## config.mk

```make
export PLATFORM = sky130hd
export DESIGN_NAME = midi_byte_stream_parser_top
export DESIGN_NICKNAME = d
export VERILOG_FILES = /design/src/hdl/mbsp_pkg.sv /design/src/hdl/midi_byte_stream_parser_top.sv /design/src/hdl/mbsp_decode.sv /design/src/hdl/mbsp_result_buffer.sv
export SDC_FILE = /design/constraint.sdc
export NUM_CORES = 1
export LEC_CHECK = 0
export BUFFER_PORTS_ARGS = -buffer_cell sky130_fd_sc_hd__buf_2
export CAP_MARGIN = 20
export CORE_AREA = 10 10 118 120
export DETAILED_ROUTE_END_ITERATION = 6
export DIE_AREA = 0 0 128 130
export PLACE_DENSITY = 0.84
export REMOVE_ABC_BUFFERS = 1
export SYNTH_ARGS = -nofsm -noshare
export SYNTH_HDL_FRONTEND = slang
export SYNTH_SLANG_ARGS = --single-unit
```

## constraint.sdc

```tcl
create_clock -name clock -period 7.3 [get_ports clock]
set_clock_uncertainty 0.05 [all_clocks]
set_input_delay 1.095 -clock clock [delete_from_list [all_inputs] [get_ports clock]]
set_output_delay 1.095 -clock clock [all_outputs]
set_load 0.005 [all_outputs]
```

## src/hdl/mbsp_pkg.sv

```systemverilog
// ============================================================================
// MIDI byte stream parser package
// Shared types, codes and result builders for the parser, its top level
// and the port checker.
// ============================================================================
`default_nettype none

package mbsp_pkg;

   // Result kinds as they appear on the kind field.
   localparam logic [3:0] KIND_NOTE       = 4'd0;
   localparam logic [3:0] KIND_POLY       = 4'd1;
   localparam logic [3:0] KIND_CONTROL    = 4'd2;
   localparam logic [3:0] KIND_PROGRAM    = 4'd3;
   localparam logic [3:0] KIND_CHAN_PRESS = 4'd4;
   localparam logic [3:0] KIND_BEND       = 4'd5;
   localparam logic [3:0] KIND_REALTIME   = 4'd6;
   localparam logic [3:0] KIND_TIMECODE   = 4'd7;
   localparam logic [3:0] KIND_SYSEX_BYTE = 4'd8;
   localparam logic [3:0] KIND_SYSEX_END  = 4'd9;
   localparam logic [3:0] KIND_SYSEX_ABORT = 4'd10;

   // Status and data byte codes that steer the parser.
   localparam logic [7:0] BYTE_SYSEX_START = 8'hF0;
   localparam logic [7:0] BYTE_QUARTER     = 8'hF1;
   localparam logic [7:0] BYTE_SONG_POS    = 8'hF2;
   localparam logic [7:0] BYTE_SONG_SEL    = 8'hF3;
   localparam logic [7:0] BYTE_SYSEX_END   = 8'hF7;
   localparam logic [7:0] BYTE_REALTIME_LO = 8'hF8;
   localparam logic [3:0] NIBBLE_SYSTEM    = 4'hF;
   localparam logic [3:0] NIBBLE_CHAN_BASE = 4'd7;
   localparam logic [6:0] DATA_REALTIME_ID = 7'h7F;
   localparam logic [6:0] DATA_FULL_FRAME  = 7'h01;

   // Full-frame field index that means no more fields are taken.
   localparam logic [2:0] FF_INDEX_SAT = 3'd7;

   // Largest number of results that one byte can cause.
   localparam int unsigned MAX_RESULTS = 3;

   typedef enum logic [3:0] {
      MODE_IDLE       = 4'd0,
      MODE_NOTE_OFF   = 4'd1,
      MODE_NOTE_ON    = 4'd2,
      MODE_POLY       = 4'd3,
      MODE_CONTROL    = 4'd4,
      MODE_PROGRAM    = 4'd5,
      MODE_CHAN_PRESS = 4'd6,
      MODE_BEND       = 4'd7,
      MODE_SX_ID      = 4'd8,
      MODE_SX_RT      = 4'd9,
      MODE_FF_ID      = 4'd10,
      MODE_FF_DATA    = 4'd11,
      MODE_SX_BYTE    = 4'd12,
      MODE_QF         = 4'd13,
      MODE_SWALLOW    = 4'd14
   } mode_type;

   typedef enum logic [1:0] {
      PHASE_READY = 2'd0,
      PHASE_FWD   = 2'd1,
      PHASE_BWD   = 2'd2
   } phase_type;

   // One result beat.
   typedef struct packed {
      logic [3:0] kind;
      logic [3:0] chan;
      logic [6:0] first_value;
      logic [6:0] second_value;
      logic [1:0] tc_kind;
      logic [4:0] tc_hours;
      logic [7:0] tc_minutes;
      logic [7:0] tc_seconds;
      logic [7:0] tc_frames;
      logic       sysex_begin;
      logic       last;
   } result_type;

   // All results caused by one byte, in order, with their count.
   typedef struct packed {
      result_type [MAX_RESULTS-1:0] slot;
      logic [1:0]                   count;
   } group_type;

   function automatic result_type kind_result(logic [3:0] kind);
      result_type r;
      r      = '0;
      r.kind = kind;
      return r;
   endfunction

   function automatic result_type chan_result(logic [3:0] kind, logic [3:0] chan,
                                              logic [6:0] a, logic [6:0] b);
      result_type r;
      r              = '0;
      r.kind         = kind;
      r.chan         = chan;
      r.first_value  = a;
      r.second_value = b;
      return r;
   endfunction

   function automatic result_type sysex_result(logic [6:0] value, logic begin_flag);
      result_type r;
      r             = '0;
      r.kind        = KIND_SYSEX_BYTE;
      r.first_value = value;
      r.sysex_begin = begin_flag;
      return r;
   endfunction

   function automatic result_type tc_result(logic [1:0] tkind, logic [4:0] hours,
                                            logic [7:0] minutes, logic [7:0] seconds,
                                            logic [7:0] frames);
      result_type r;
      r            = '0;
      r.kind       = KIND_TIMECODE;
      r.tc_kind    = tkind;
      r.tc_hours   = hours;
      r.tc_minutes = minutes;
      r.tc_seconds = seconds;
      r.tc_frames  = frames;
      return r;
   endfunction

endpackage

`default_nettype wire

```

## src/hdl/midi_byte_stream_parser_top.sv

```systemverilog
// ============================================================================
// MIDI byte stream parser
// Parses a received MIDI byte stream with running status, system-exclusive
// forwarding and quarter-frame time code into result beats.
// ============================================================================
//
//  Channel | Direction | Handshake        | Payload
//  --------+-----------+------------------+-----------------------------------
//  req     | in        | req_valid/stall  | rx_byte
//  rsp     | out       | rsp_valid/stall  | kind, chan, values, time code,
//          |           |                  | sysex_begin, last
//
//  A byte taken is held in the input register and is decoded into the result
//  buffer when the buffer can take it; its first result beat is on the rsp
//  ports from that load on.
//  Bytes with at most one result flow at one per cycle unless rsp stalls; a
//  byte with two or three results holds the input until its extra results
//  leave, since the result buffer takes a new group only when it is emptying.
//  Synchronous reset clears the parser state and both stages.
//  A stalled result channel back-pressures the input through req_stall.
//
`default_nettype none

module midi_byte_stream_parser_top
   import mbsp_pkg::*;
(
   input  wire logic       clock,
   input  wire logic       reset,
   input  wire logic       req_valid,
   output wire logic       req_stall,
   input  wire logic [7:0] req_rx_byte,
   output wire logic       rsp_valid,
   input  wire logic       rsp_stall,
   output wire logic [3:0] rsp_kind,
   output wire logic [3:0] rsp_chan,
   output wire logic [6:0] rsp_first_value,
   output wire logic [6:0] rsp_second_value,
   output wire logic [1:0] rsp_tc_kind,
   output wire logic [4:0] rsp_tc_hours,
   output wire logic [7:0] rsp_tc_minutes,
   output wire logic [7:0] rsp_tc_seconds,
   output wire logic [7:0] rsp_tc_frames,
   output wire logic       rsp_sysex_begin,
   output wire logic       rsp_last
);

   logic       in_valid_ff, in_valid_in;
   logic [7:0] in_byte_ff;
   logic       req_take;
   logic       step;
   logic       can_load;
   group_type  group;
   result_type out_result;

   // The input register hands its byte on whenever the buffer can take it.
   assign step      = in_valid_ff && can_load;
   assign req_stall = in_valid_ff && !can_load;
   assign req_take  = req_valid && !req_stall;

   always_comb begin
      in_valid_in = in_valid_ff;
      if (req_take) begin
         in_valid_in = 1'b1;
      end else if (step) begin
         in_valid_in = 1'b0;
      end
   end

   always_ff @(posedge clock) begin
      if (reset) begin
         in_valid_ff <= 1'b0;
      end else begin
         in_valid_ff <= in_valid_in;
      end
   end

   always_ff @(posedge clock) begin
      if (req_take) begin
         in_byte_ff <= req_rx_byte;
      end
   end

   // Decode and parser state.
   mbsp_decode u_decode (
      .clock   (clock),
      .reset   (reset),
      .step    (step),
      .rx_byte (in_byte_ff),
      .group   (group)
   );

   // Result beats out.
   mbsp_result_buffer u_buffer (
      .clock      (clock),
      .reset      (reset),
      .load       (step),
      .group      (group),
      .can_load   (can_load),
      .out_valid  (rsp_valid),
      .out_stall  (rsp_stall),
      .out_result (out_result)
   );

   assign rsp_kind         = out_result.kind;
   assign rsp_chan         = out_result.chan;
   assign rsp_first_value  = out_result.first_value;
   assign rsp_second_value = out_result.second_value;
   assign rsp_tc_kind      = out_result.tc_kind;
   assign rsp_tc_hours     = out_result.tc_hours;
   assign rsp_tc_minutes   = out_result.tc_minutes;
   assign rsp_tc_seconds   = out_result.tc_seconds;
   assign rsp_tc_frames    = out_result.tc_frames;
   assign rsp_sysex_begin  = out_result.sysex_begin;
   assign rsp_last         = out_result.last;

endmodule

`default_nettype wire

```

## src/hdl/mbsp_decode.sv

```systemverilog
// ============================================================================
// MIDI byte decoder
// Holds the parser state (running status, pending data byte, sysex and time
// code state) and turns one byte into its group of up to three results.
// ============================================================================
`default_nettype none

module mbsp_decode
   import mbsp_pkg::*;
(
   input  wire logic       clock,
   input  wire logic       reset,
   input  wire logic       step,
   input  wire logic [7:0] rx_byte,
   output wire group_type  group
);

   mode_type   mode_ff, mode_in;
   logic [3:0] chan_ff, chan_in;
   logic       held_valid_ff, held_valid_in;
   logic [6:0] held_data_ff, held_data_in;
   logic       sysex_open_ff, sysex_open_in;
   logic [2:0] ff_index_ff, ff_index_in;
   phase_type  phase_ff, phase_in;
   logic [1:0] tc_kind_ff, tc_kind_in;
   logic [4:0] tc_hours_ff, tc_hours_in;
   logic [7:0] tc_minutes_ff, tc_minutes_in;
   logic [7:0] tc_seconds_ff, tc_seconds_in;
   logic [7:0] tc_frames_ff, tc_frames_in;

   logic [1:0] push_count;
   result_type [MAX_RESULTS-1:0] slots;
   logic [6:0] data;
   logic [3:0] lo;
   logic       is_realtime;
   logic       pair_zero;
   logic [3:0] pair_kind;
   logic       pair_mode;

   assign data        = rx_byte[6:0];
   assign lo          = rx_byte[3:0];
   assign is_realtime = (rx_byte >= BYTE_REALTIME_LO);

   // Two-byte channel messages share one path through the pending data byte.
   always_comb begin
      pair_mode = 1'b1;
      pair_zero = 1'b0;
      pair_kind = KIND_NOTE;
      case (mode_ff)
         MODE_NOTE_OFF: begin
            pair_zero = 1'b1;
         end
         MODE_NOTE_ON: begin
            pair_kind = KIND_NOTE;
         end
         MODE_POLY: begin
            pair_kind = KIND_POLY;
         end
         MODE_CONTROL: begin
            pair_kind = KIND_CONTROL;
         end
         MODE_BEND: begin
            pair_kind = KIND_BEND;
         end
         default: begin
            pair_mode = 1'b0;
         end
      endcase
   end

   // Next parser state. Real-time bytes match no branch and leave it alone.
   always_comb begin
      mode_in       = mode_ff;
      chan_in       = chan_ff;
      held_valid_in = held_valid_ff;
      held_data_in  = held_data_ff;
      sysex_open_in = sysex_open_ff;
      ff_index_in   = ff_index_ff;
      phase_in      = phase_ff;
      tc_kind_in    = tc_kind_ff;
      tc_hours_in   = tc_hours_ff;
      tc_minutes_in = tc_minutes_ff;
      tc_seconds_in = tc_seconds_ff;
      tc_frames_in  = tc_frames_ff;

      if (rx_byte == BYTE_SYSEX_END) begin
         sysex_open_in = 1'b0;
         mode_in       = MODE_IDLE;
      end else if (rx_byte[7] && !is_realtime) begin
         // Any other status byte first closes an open sysex run.
         if (sysex_open_ff) begin
            sysex_open_in = 1'b0;
            mode_in       = MODE_IDLE;
         end
         if (rx_byte[7:4] == NIBBLE_SYSTEM) begin
            case (rx_byte)
               BYTE_SYSEX_START: begin
                  mode_in = MODE_SX_ID;
               end
               BYTE_QUARTER: begin
                  mode_in = MODE_QF;
               end
               BYTE_SONG_POS, BYTE_SONG_SEL: begin
                  mode_in = MODE_SWALLOW;
               end
               default: begin
               end
            endcase
         end else begin
            mode_in       = mode_type'(rx_byte[7:4] - NIBBLE_CHAN_BASE);
            chan_in       = rx_byte[3:0];
            held_valid_in = 1'b0;
         end
      end else if (!rx_byte[7]) begin
         if (pair_mode) begin
            if (!held_valid_ff) begin
               held_data_in  = data;
               held_valid_in = 1'b1;
            end else begin
               held_valid_in = 1'b0;
            end
         end else begin
            case (mode_ff)
               MODE_SX_ID: begin
                  if (data == DATA_REALTIME_ID) begin
                     mode_in = MODE_SX_RT;
                  end else begin
                     sysex_open_in = 1'b1;
                     mode_in       = MODE_SX_BYTE;
                  end
               end
               MODE_SX_RT: begin
                  if (data == DATA_FULL_FRAME) begin
                     mode_in = MODE_FF_ID;
                  end else begin
                     sysex_open_in = 1'b1;
                     mode_in       = MODE_SX_BYTE;
                  end
               end
               MODE_FF_ID: begin
                  if (data == DATA_FULL_FRAME) begin
                     mode_in     = MODE_FF_DATA;
                     ff_index_in = 3'd0;
                  end else begin
                     sysex_open_in = 1'b1;
                     mode_in       = MODE_SX_BYTE;
                  end
               end
               MODE_FF_DATA: begin
                  case (ff_index_ff)
                     3'd0: begin
                        tc_kind_in  = data[6:5];
                        tc_hours_in = data[4:0];
                     end
                     3'd1: begin
                        tc_minutes_in = {1'b0, data};
                     end
                     3'd2: begin
                        tc_seconds_in = {1'b0, data};
                     end
                     3'd3: begin
                        tc_frames_in = {1'b0, data};
                     end
                     default: begin
                     end
                  endcase
                  if (ff_index_ff != FF_INDEX_SAT) begin
                     ff_index_in = ff_index_ff + 3'd1;
                  end
               end
               MODE_QF: begin
                  // Quarter-frame piece; the upper data bits select the nibble.
                  mode_in = MODE_IDLE;
                  case (data[6:4])
                     3'd0: begin
                        tc_frames_in = {tc_frames_ff[7:4], lo};
                        if (phase_ff == PHASE_BWD) begin
                           phase_in = PHASE_READY;
                        end else begin
                           phase_in = PHASE_FWD;
                        end
                     end
                     3'd1: begin
                        tc_frames_in = {lo, tc_frames_ff[3:0]};
                     end
                     3'd2: begin
                        tc_seconds_in = {tc_seconds_ff[7:4], lo};
                     end
                     3'd3: begin
                        tc_seconds_in = {lo, tc_seconds_ff[3:0]};
                     end
                     3'd4: begin
                        tc_minutes_in = {tc_minutes_ff[7:4], lo};
                     end
                     3'd5: begin
                        tc_minutes_in = {lo, tc_minutes_ff[3:0]};
                     end
                     3'd6: begin
                        tc_hours_in = {tc_hours_ff[4], lo};
                     end
                     default: begin
                        tc_hours_in = {data[0], tc_hours_ff[3:0]};
                        tc_kind_in  = data[6:5];
                        if (phase_ff == PHASE_FWD) begin
                           phase_in = PHASE_READY;
                        end else begin
                           phase_in = PHASE_BWD;
                        end
                     end
                  endcase
               end
               default: begin
               end
            endcase
         end
      end
   end

   // Results of this byte, in order.
   always_comb begin
      slots      = '0;
      push_count = 2'd0;

      if (is_realtime) begin
         // Real-time bytes give a tag from 1 to 8.
         slots[0] = kind_result(KIND_REALTIME);
         slots[0].first_value = {4'd0, 3'(rx_byte[2:0] + 3'd1)} |
                                {3'd0, (rx_byte[2:0] == 3'd7), 3'd0};
         push_count = 2'd1;
      end else if (rx_byte == BYTE_SYSEX_END) begin
         if (sysex_open_ff) begin
            slots[0]   = kind_result(KIND_SYSEX_END);
            push_count = 2'd1;
         end
      end else if (rx_byte[7]) begin
         if (sysex_open_ff) begin
            slots[0]   = kind_result(KIND_SYSEX_ABORT);
            push_count = 2'd1;
         end
      end else if (pair_mode) begin
         if (held_valid_ff) begin
            slots[0] = chan_result(pair_kind, chan_ff, held_data_ff,
                                   pair_zero ? 7'd0 : data);
            push_count = 2'd1;
         end
      end else begin
         case (mode_ff)
            MODE_PROGRAM: begin
               slots[0]   = chan_result(KIND_PROGRAM, chan_ff, data, 7'd0);
               push_count = 2'd1;
            end
            MODE_CHAN_PRESS: begin
               slots[0]   = chan_result(KIND_CHAN_PRESS, chan_ff, data, 7'd0);
               push_count = 2'd1;
            end
            MODE_SX_ID: begin
               if (data != DATA_REALTIME_ID) begin
                  slots[0]   = sysex_result(data, 1'b1);
                  push_count = 2'd1;
               end
            end
            MODE_SX_RT: begin
               if (data != DATA_FULL_FRAME) begin
                  // Replay the swallowed prefix in front of this byte.
                  slots[0]   = sysex_result(DATA_REALTIME_ID, 1'b1);
                  slots[1]   = sysex_result(data, 1'b0);
                  push_count = 2'd2;
               end
            end
            MODE_FF_ID: begin
               if (data != DATA_FULL_FRAME) begin
                  slots[0]   = sysex_result(DATA_REALTIME_ID, 1'b1);
                  slots[1]   = sysex_result(DATA_FULL_FRAME, 1'b0);
                  slots[2]   = sysex_result(data, 1'b0);
                  push_count = 2'd3;
               end
            end
            MODE_SX_BYTE: begin
               slots[0]   = sysex_result(data, 1'b0);
               push_count = 2'd1;
            end
            MODE_QF: begin
               // A completed forward or backward run sends the time code.
               case (data[6:4])
                  3'd0: begin
                     if (phase_ff == PHASE_BWD) begin
                        slots[0] = tc_result(tc_kind_ff, tc_hours_ff, tc_minutes_ff,
                                             tc_seconds_ff, {tc_frames_ff[7:4], lo});
                        push_count = 2'd1;
                     end
                  end
                  3'd7: begin
                     if (phase_ff == PHASE_FWD) begin
                        slots[0] = tc_result(data[6:5], {data[0], tc_hours_ff[3:0]},
                                             tc_minutes_ff, tc_seconds_ff, tc_frames_ff);
                        push_count = 2'd1;
                     end
                  end
                  default: begin
                  end
               endcase
            end
            default: begin
            end
         endcase
      end

      // Flag the final result of this byte.
      case (push_count)
         2'd1: begin
            slots[0].last = 1'b1;
         end
         2'd2: begin
            slots[1].last = 1'b1;
         end
         2'd3: begin
            slots[2].last = 1'b1;
         end
         default: begin
         end
      endcase
   end

   assign group.slot  = slots;
   assign group.count = push_count;

   // Parser state advances once for each byte taken.
   always_ff @(posedge clock) begin
      if (reset) begin
         mode_ff       <= MODE_IDLE;
         chan_ff       <= 4'd0;
         held_valid_ff <= 1'b0;
         held_data_ff  <= 7'd0;
         sysex_open_ff <= 1'b0;
         ff_index_ff   <= FF_INDEX_SAT;
         phase_ff      <= PHASE_READY;
         tc_kind_ff    <= 2'd0;
         tc_hours_ff   <= 5'd0;
         tc_minutes_ff <= 8'd0;
         tc_seconds_ff <= 8'd0;
         tc_frames_ff  <= 8'd0;
      end else if (step) begin
         mode_ff       <= mode_in;
         chan_ff       <= chan_in;
         held_valid_ff <= held_valid_in;
         held_data_ff  <= held_data_in;
         sysex_open_ff <= sysex_open_in;
         ff_index_ff   <= ff_index_in;
         phase_ff      <= phase_in;
         tc_kind_ff    <= tc_kind_in;
         tc_hours_ff   <= tc_hours_in;
         tc_minutes_ff <= tc_minutes_in;
         tc_seconds_ff <= tc_seconds_in;
         tc_frames_ff  <= tc_frames_in;
      end
   end

endmodule

`default_nettype wire

```

## src/hdl/mbsp_result_buffer.sv

```systemverilog
// ============================================================================
// Result buffer
// Holds the group of results of one byte and hands them out one beat at a
// time, shifting the remaining results toward the output.
// ============================================================================
`default_nettype none

module mbsp_result_buffer
   import mbsp_pkg::*;
(
   input  wire logic       clock,
   input  wire logic       reset,
   input  wire logic       load,
   input  wire group_type  group,
   output wire logic       can_load,
   output wire logic       out_valid,
   input  wire logic       out_stall,
   output wire result_type out_result
);

   result_type [MAX_RESULTS-1:0] slots_ff, slots_in;
   logic [1:0] left_ff, left_in;
   logic       pop;

   assign pop        = (left_ff != 2'd0) && !out_stall;
   assign out_valid  = (left_ff != 2'd0);
   assign out_result = slots_ff[0];

   // A new group may enter once the last waiting beat leaves.
   assign can_load = (left_ff == 2'd0) || ((left_ff == 2'd1) && pop);

   // Load a new group or shift the waiting results forward.
   always_comb begin
      slots_in = slots_ff;
      left_in  = left_ff;
      if (load) begin
         slots_in = group.slot;
         left_in  = group.count;
      end else if (pop) begin
         slots_in[0] = slots_ff[1];
         slots_in[1] = slots_ff[2];
         left_in     = left_ff - 2'd1;
      end
   end

   always_ff @(posedge clock) begin
      if (reset) begin
         left_ff <= 2'd0;
      end else begin
         left_ff <= left_in;
      end
   end

   always_ff @(posedge clock) begin
      slots_ff <= slots_in;
   end

endmodule

`default_nettype wire

```

==> out/metrics.csv, run 1 <==
metric;value;unit
outcome;finished clean;
pwr_density_cell;330.0;nW/um^2
cts_tree;built;
wl_per_cell;21.11;um
maxCapViolCount;0;
drc;0;
synth.avg_cell_area;10.48;sq um
synth.area.top_cells;edfxtp_1, dfxtp_1, buf_4, nor2_1, mux2i_1;
fin_crit_sh;43.22;%
synth_area;7242;sq um
finalWirelength;17910;um
cp.arrival;3.28;ns
p_leak;3.002;nW
yosysWarnings;0;
antenna_found_initial;0;
cts_setup_buffers;0;
gr-total-overflow;0;
dr.pass1.iters;5;
cp-startpoint;in_byte_ff[1];
timing.hold.ws;0.4322;ns
root_buffer;clkbuf_16;
synth_top_area_share;33.59;%
dp_slack;3.869;ns
fin_cells;848;
synth.most_common_cell;nor2_1;
drtAntennaViolNets;0;
grt_pass1_vias;5325;
worstReg2RegEnd;u_buffer.out_result[42];
final_max_slew_viol_count;0;
die_height;130;um
fp-row-count;40;
grt.total_usage;21.79;%
required;7.42;ns
tightest_slew;0.8792;ns
r2r_slack;4.15;ns
rsz0062_at_grt;false;
grt_pass1_wl;28670;um
synth_seq_cells;137;
timing.rr.start;in_byte_ff[1];
fin_tns_setup;0;ns
drive_above_1_share;19.12;%
fin_nets;719;
period_minus_slack;3.155;ns
syn_inst;691;
setup_ws;4.145;ns
die-area;16640;sq um
dr_total_vias;5424;
worstSetupStartpointType;register;
grt_max_degree;66;
cts.sinks;137;
syn_to_final_growth;8.051;%
placed_cells;815;
clkTransAtPathRegs;0.06;ns
gp_congestion;0.9294;
post_cts_resized;0;
yosys.cell_types.count;82;
coreArea;11710;sq um
die_w;128;um
viasPerCell;6.396;
setup_viol;0;
synth_enable_flop_cells;81;
fmax;317.0;MHz
reg2reg_depth;7;
finalHoldViolations;0;
maxSlewHeadroom;41.24;%
critical_path.max_fanout;13;
hold_buffers;0;
min_delay_path_depth;2;
yosysTopAreaCell;edfxtp_1;
synth-async-reset-ratio;0;%
yosys-top-cells-count;nor2_1, edfxtp_1, dfxtp_1;
clock_latency;0.43;ns
drtIter0Drc;815;
numPortBuffers;68;
hp-class;reg -> reg;
endpoint;u_buffer.out_result[42];
hold_start;u_decode.tc_minutes_ff[7];
place_hpwl;11780;um
cts_buffer_depth;2;
crit_type;reg -> reg;
start_util;61.84;%
num_io_pins;69;
htree_levels;4;
cts_buffers;17;
diodes;0;
cp-end-kind;register;
seq_area_frac_synth;49.07;%
vdd_drop_max;0.0002341;V
synth_flop_cell;edfxtp_1;
finalPower;2.582;mW
[cells by family (layout without fill, tap and decap cells)]
logic type | Yosys count | count (layout) | share of synthesized area [%]
compound gates | 139 | 139 | 14.32
simple gates | 247 | 247 | 19.54
mux | 29 | 29 | 4.008
xor+xnor | 4 | 4 | 0.4838
buf+inv | 116 | 126 | 9.295
flops | 137 | 137 | 49.07
fa+ha+maj | 19 | 19 | 3.283
[power breakdown]
group | leakage, nW | switching [mW] | internal [mW]
Clock | 0.283 | 0.367 | 0.483
Combinational | 1.46 | 0.380 | 0.203
Sequential | 1.26 | 0.0835 | 1.07
Total | 3.00 | 0.831 | 1.75
[per-layer routing]
layer  GRT usage (%)  up-vias  wire, um
li1                -     2454         -
met1           27.35     2622      7346
met2           34.37      301      8425
met3           6.329       47      1700
met4           9.536        0       433
met5               0        -         0
[worst min path at each step]
stage / to / slack [ns]
floorplan: u_decode.tc_frames_ff[7] / 0.39
CTS: u_decode.tc_minutes_ff[7] / 0.43
global placement: u_decode.tc_frames_ff[3] / 0.41
finish: u_decode.tc_minutes_ff[7] / 0.43
detailed placement: u_decode.tc_frames_ff[7] / 0.42
global route: u_decode.tc_frames_ff[7] / 0.47
[flip-flops by register name (all words and copies together) (netlist names)]
| register | flops |
|---|---|
| u_decode.held_valid_ff | 1 |
| u_decode.sysex_open_ff | 1 |
| u_buffer.left_ff | 2 |
| u_decode.tc_hours_ff | 5 |
| in_valid_ff | 1 |
| u_decode.mode_ff | 4 |
| u_buffer.out_result | 55 |
| u_decode.tc_kind_ff | 2 |
| u_decode.phase_ff | 2 |
| u_decode.tc_frames_ff | 8 |
| u_decode.held_data_ff | 7 |
| u_decode.tc_seconds_ff | 8 |
| u_decode.ff_index_ff | 3 |
| in_byte_ff | 8 |
| u_decode.chan_ff | 4 |
| u_buffer.slots_ff | 18 |
| u_decode.tc_minutes_ff | 8 |
[final cells by class]
type	instances	area, sq um
clock inverter	15	156.4
fill	866	3886
timing repair buffer	74	397.9
sequential	137	3553
multi-input combinational	438	3033
tap	147	183.9
clock buffer	17	425.4
inverter	20	75.07
[metrics by stage]
stage / utilization, % / cell area, sq um
floorplan: - / 6644
global placement: 61.66 / 7221
detailed placement: 61.66 / 7221
CTS: 66.62 / 7802
global route: 66.82 / 7825
finish: 66.82 / 7825
[layout by cell type (no fill, tap or decap), types with 9 or more instances in the layout]
| master | n |
|---|---|
| nor2_1 | 81 |
| edfxtp_1 | 81 |
| buf_2 | 68 |
| dfxtp_1 | 56 |
| a21oi_1 | 39 |
| and2_1 | 36 |
| mux2i_1 | 29 |
| nand2_1 | 24 |
| inv_1 | 19 |
| nor3_1 | 19 |
| ha_1 | 19 |
| clkbuf_16 | 17 |
| nand2b_1 | 14 |
| nand3_1 | 13 |
| o21ai_0 | 10 |
| a22oi_1 | 10 |
| a311oi_1 | 9 |
[critical path, cell delays in order, from the launching register on]
cell	delay, ns
edfxtp_1	0.68
inv_1	0.33
ha_1	0.32
or3b_1	0.52
o21ai_4	0.29
nor2_2	0.16
or2_1	0.24
a221o_1	0.31
(Power assumes the default switching activity.)
==> inputs of run 2 (changes only) <==
--- a/config.mk
+++ b/config.mk
@@ -7,10 +7,10 @@
 export LEC_CHECK = 0
 export BUFFER_PORTS_ARGS = -buffer_cell sky130_fd_sc_hd__buf_2
 export CAP_MARGIN = 20
-export CORE_AREA = 10 10 118 120
+export CORE_AREA = 10 10 127 129
 export DETAILED_ROUTE_END_ITERATION = 6
-export DIE_AREA = 0 0 128 130
-export PLACE_DENSITY = 0.84
+export DIE_AREA = 0 0 137 139
+export PLACE_DENSITY = 0.76
 export REMOVE_ABC_BUFFERS = 1
 export SYNTH_ARGS = -nofsm -noshare
 export SYNTH_HDL_FRONTEND = slang
==> constraint.sdc (replaced) <==
create_clock -name clock -period 2.9 [get_ports clock]
set_clock_uncertainty 0.05 [all_clocks]
set_input_delay 0.435 -clock clock [delete_from_list [all_inputs] [get_ports clock]]
set_output_delay 0.435 -clock clock [all_outputs]
set_load 0.005 [all_outputs]
==> out/metrics.csv, run 2 (same netlist as run 1, synthesis figures left out) <==
metric;value;unit
outcome;finished clean;
htree_levels;4;
pwr_density_cell;829.1;nW/um^2
r2r_slack;0.28;ns
gp_congestion;0.9712;
clock_latency;0.43;ns
root_buffer;clkbuf_16;
vdd_drop_max;0.0006133;V
dr.pass1.iters;5;
hold_buffers;0;
cts_tree;built;
grt_pass1_wl;29400;um
syn_to_final_growth;13.53;%
fin_cells;918;
placed_cells;885;
die_w;137;um
setup_ws;0.2802;ns
final_max_slew_viol_count;0;
reg2reg_depth;6;
fillers;1138;
hp-class;in -> reg;
cts_buffer_depth;2;
drc;0;
worstReg2RegEnd;u_buffer.out_result[43];
post_cts_resized;0;
worstSetupStartpointType;register;
rsz0062_at_grt;false;
fmax;381.7;MHz
clkTransAtPathRegs;0.06;ns
gr-total-overflow;0;
cts_buffers;17;
cp-end-kind;register;
final_common_cell;nor2_1;
fin_nets;756;
critical_path.max_fanout;9;
timing.rr.start;in_byte_ff[0];
viasPerCell;5.922;
start_util;52.99;%
die_height;139;um
dp_slack;0.3109;ns
cts.sinks;137;
fin_crit_sh;90.34;%
dr_total_vias;5436;
grt.total_usage;19.63;%
p_leak;3.231;nW
required;3.02;ns
largest_register_ffs;55;
drtIter0Drc;628;
antenna_found_initial;0;
diodes;0;
coreArea;13670;sq um
postPlaceCellArea;7552;sq um
die-area;19040;sq um
finalHoldViolations;0;
endpoint;u_buffer.out_result[43];
drtAntennaViolNets;0;
maxCapViolCount;0;
layout_common_cells;nor2_1, edfxtp_1, buf_2, dfxtp_1, buf_4;
num_io_pins;69;
finalWirelength;18640;um
wl_per_cell;20.31;um
setup_viol;0;
multi_input_area;3030;sq um
cp.arrival;2.74;ns
drive_above_1_share;22.76;%
postLayoutCellArea;8222;sq um
postLayoutCoreUtil;60.16;%
cts_setup_buffers;0;
maxSlewHeadroom;46.40;%
cp-startpoint;in_byte_ff[0];
numPortBuffers;68;
tightest_slew;0.8040;ns
finalPower;6.816;mW
grt_pass1_vias;5326;
ff_latch_area;3553;sq um
crit_type;reg -> reg;
fp-row-count;43;
period_minus_slack;2.620;ns
grt_max_degree;63;
place_hpwl;13120;um
[run 2: critical path, stage by stage (launching register included)]
cell	delay, ns
edfxtp_1	0.56
ha_1	0.27
or3b_1	0.52
o21ai_4	0.28
nor2_2	0.16
or2_1	0.24
a221o_1	0.30
[run 2: how the worst min path moves through the flow]
stage               slack, ns                      from                       end  cells after the start
floorplan                0.39  u_decode.tc_frames_ff[7]  u_decode.tc_frames_ff[7]                      2
global placement         0.41  u_decode.tc_frames_ff[3]  u_decode.tc_frames_ff[3]                      2
detailed placement       0.41  u_decode.tc_frames_ff[7]  u_decode.tc_frames_ff[7]                      2
CTS                      0.11            req_rx_byte[2]             in_byte_ff[2]                      1
global route             0.12            req_rx_byte[7]             in_byte_ff[7]                      1
finish                   0.12            req_rx_byte[2]             in_byte_ff[2]                      1
[run 2: power by group]
part	switching (mW)	leakage, nW	total [mW]	internal (mW)
Sequential	0.166	1.26	2.84	2.67
Combinational	1.02	1.65	1.60	0.589
Clock	0.816	0.326	2.37	1.55
[run 2: cell type report]
cell class / instances / share of cell area, %
flip-flops and latches: 137 / 43.22
multi-input cells: 438 / 36.86
repair buffers: 111 / 8.218
clock buffers: 24 / 6.513
well taps: 180 / 2.739
clock inverters: 8 / 1.537
inverters: 20 / 0.9131
[run 2: layer usage]
metal	share of wire [%]	wire [um]	vias to the layer above	global-route usage, %
li1	-	-	2515	-
met1	42	7868	2655	25.01
met2	48	9019	232	31.45
met3	7.5	1402	34	4.565
met4	1.9	351	0	7.381
met5	0	0	-	0
[run 2: metrics by stage]
stage / hold WS, ns / setup TNS (ns)
6_report: 0.1249 / 0
5_1_grt: 0.1222 / 0
4_1_cts: 0.1100 / 0
3_5_place_dp: 0.4089 / 0
3_3_place_gp: 0.4064 / 0
2_1_floorplan: 0.3854 / -109.59
==> inputs of run 3 (changes only) <==
--- a/config.mk
+++ b/config.mk
@@ -7,10 +7,11 @@
 export LEC_CHECK = 0
 export BUFFER_PORTS_ARGS = -buffer_cell sky130_fd_sc_hd__buf_2
 export CAP_MARGIN = 20
-export CORE_AREA = 10 10 127 129
+export CORE_AREA = 10 10 125 127
+export CTS_BUF_LIST = sky130_fd_sc_hd__clkbuf_8
 export DETAILED_ROUTE_END_ITERATION = 6
-export DIE_AREA = 0 0 137 139
-export PLACE_DENSITY = 0.76
+export DIE_AREA = 0 0 135 137
+export PLACE_DENSITY = 0.78
 export REMOVE_ABC_BUFFERS = 1
 export SYNTH_ARGS = -nofsm -noshare
 export SYNTH_HDL_FRONTEND = slang
==> out/metrics.csv, run 3 (same netlist as run 1, synthesis figures left out) <==
metric;value;unit
outcome;finished clean;
switchingPower;1.910;mW
final_common_cell;nor2_1;
final_max_slew_viol_count;0;
fin_nets;757;
coreArea;13090;sq um
cts_buffers;17;
drtIter0Drc;578;
fin_tns_setup;0;ns
viasPerCell;5.851;
period_minus_slack;2.703;ns
hold_buffers;0;
die_w;135;um
internal_power;4.186;mW
drive_above_1_share;22.73;%
crit_type;reg -> reg;
fmax;369.9;MHz
post_cts_resized;0;
pwr-share-seq;46.6;%
grt_pass1_wl;29080;um
hp-class;in -> reg;
finalHoldViolations;0;
grt_pass1_vias;5283;
path_cells;ha_1 > buf_4 > ha_1 > nand2b_1 > o41ai_1 > or4b_1 > mux2i_1 > nor2_1;
cp-end-kind;register;
maxCapViolCount;0;
maxSlewHeadroom;39.02;%
die_height;137;um
drtAntennaViolNets;0;
critPathSlowestCell;or4b_1;
pwr_density_cell;763.9;nW/um^2
grt.total_usage;20.27;%
timing.hold.ws;0.1006;ns
drc;0;
postLayoutCoreUtil;60.99;%
required;3.19;ns
layout_common_cells;nor2_1, edfxtp_1, buf_2, dfxtp_1, buf_4;
place_hpwl;13330;um
dr.pass1.iters;5;
path_common_cell;ha_1;
finalWirelength;18340;um
cts.sinks;137;
setup_viol;0;
vdd_drop_max;0.0006169;V
cts_setup_buffers;0;
dr_total_vias;5354;
clock_latency;0.46;ns
placed_cells;882;
max_stage_delay;0.61;ns
antenna_found_initial;0;
fin_crit_sh;93.21;%
num_io_pins;69;
diodes;0;
gp_congestion;0.9646;
clkTransAtPathRegs;0.08;ns
switching_share;31.33;%
worstSetupStartpointType;register;
p_leak;3.126;nW
start_util;55.35;%
syn_to_final_growth;10.19;%
largest_register_ffs;55;
htree_levels;4;
fp-row-count;42;
die-area;18500;sq um
cp.arrival;3.00;ns
cts_buffer_depth;2;
grt_max_degree;66;
gr-total-overflow;0;
rsz0062_at_grt;false;
clkPwrFrac;27.2;%
p_comb_share;26.2;%
root_buffer;clkbuf_8;
r2r_slack;0.20;ns
tightest_slew;0.9147;ns
critical_path.max_fanout;8;
wl_per_cell;20.04;um
cts_tree;built;
fin_cells;915;
numPortBuffers;68;
==> run 3: worst paths after layout <==
check / cells after the start / from / end
setup / recovery: 8 / in_byte_ff[4] / u_decode.tc_hours_ff[0]
hold / removal: 1 / req_rx_byte[2] / in_byte_ff[2]
setup reg to reg: 8 / in_byte_ff[4] / u_decode.tc_hours_ff[0]
hold reg to reg: 2 / u_decode.tc_frames_ff[7] / u_decode.tc_frames_ff[7]
==> run 3: metal layers <==
metal	vias to the layer above	part of all wire, %	global-route usage (%)
met5	-	0	0
met4	0	2.2	8.074
met3	35	7.8	4.949
met2	234	48	33.02
met1	2561	42	25.42
li1	2524	-	-
==> run 3: power groups by stage <==
stage | logic (mW) | clock network, mW | registers [mW]
after floorplan | 0.678 | 0 | 2.95
after global placement | 1.59 | 0 | 2.86
after detailed placement | 1.62 | 0 | 2.88
after CTS | 1.62 | 1.67 | 2.85
after global routing | 1.77 | 1.76 | 2.88
final | 1.60 | 1.66 | 2.84
==> run 3: per-stage QoR <==
stage | power [mW] | cell area, sq um | setup WS [ns]
after floorplan | 3.625 | 6644 | -1.646
after global placement | 4.451 | 7555 | 0.3451
after detailed placement | 4.501 | 7555 | 0.1526
after CTS | 6.136 | 7973 | 0.1303
after global routing | 6.415 | 7980 | 0.07751
final | 6.096 | 7980 | 0.1968
==> run 3: worst max-delay path: cells and delay by family (launching register included) <==
kind,cells,cell delay (ns)
compound gates,1,0.24
flops,1,0.52
buf+inv,1,0.17
simple gates,3,0.86
fa+ha+maj,2,0.52
mux,1,0.23
==> run 3: area by class of cell <==
| cell class | instances | area [sq um] |
|---|---|---|
| repair buffers | 112 | 683.2 |
| flip-flops and latches | 137 | 3553 |
| clock inverters | 15 | 183.9 |
| fillers | 1083 | 5105 |
| clock buffers | 17 | 234.0 |
| well taps | 176 | 220.2 |
| inverters | 20 | 75.07 |
| multi-input cells | 438 | 3030 |
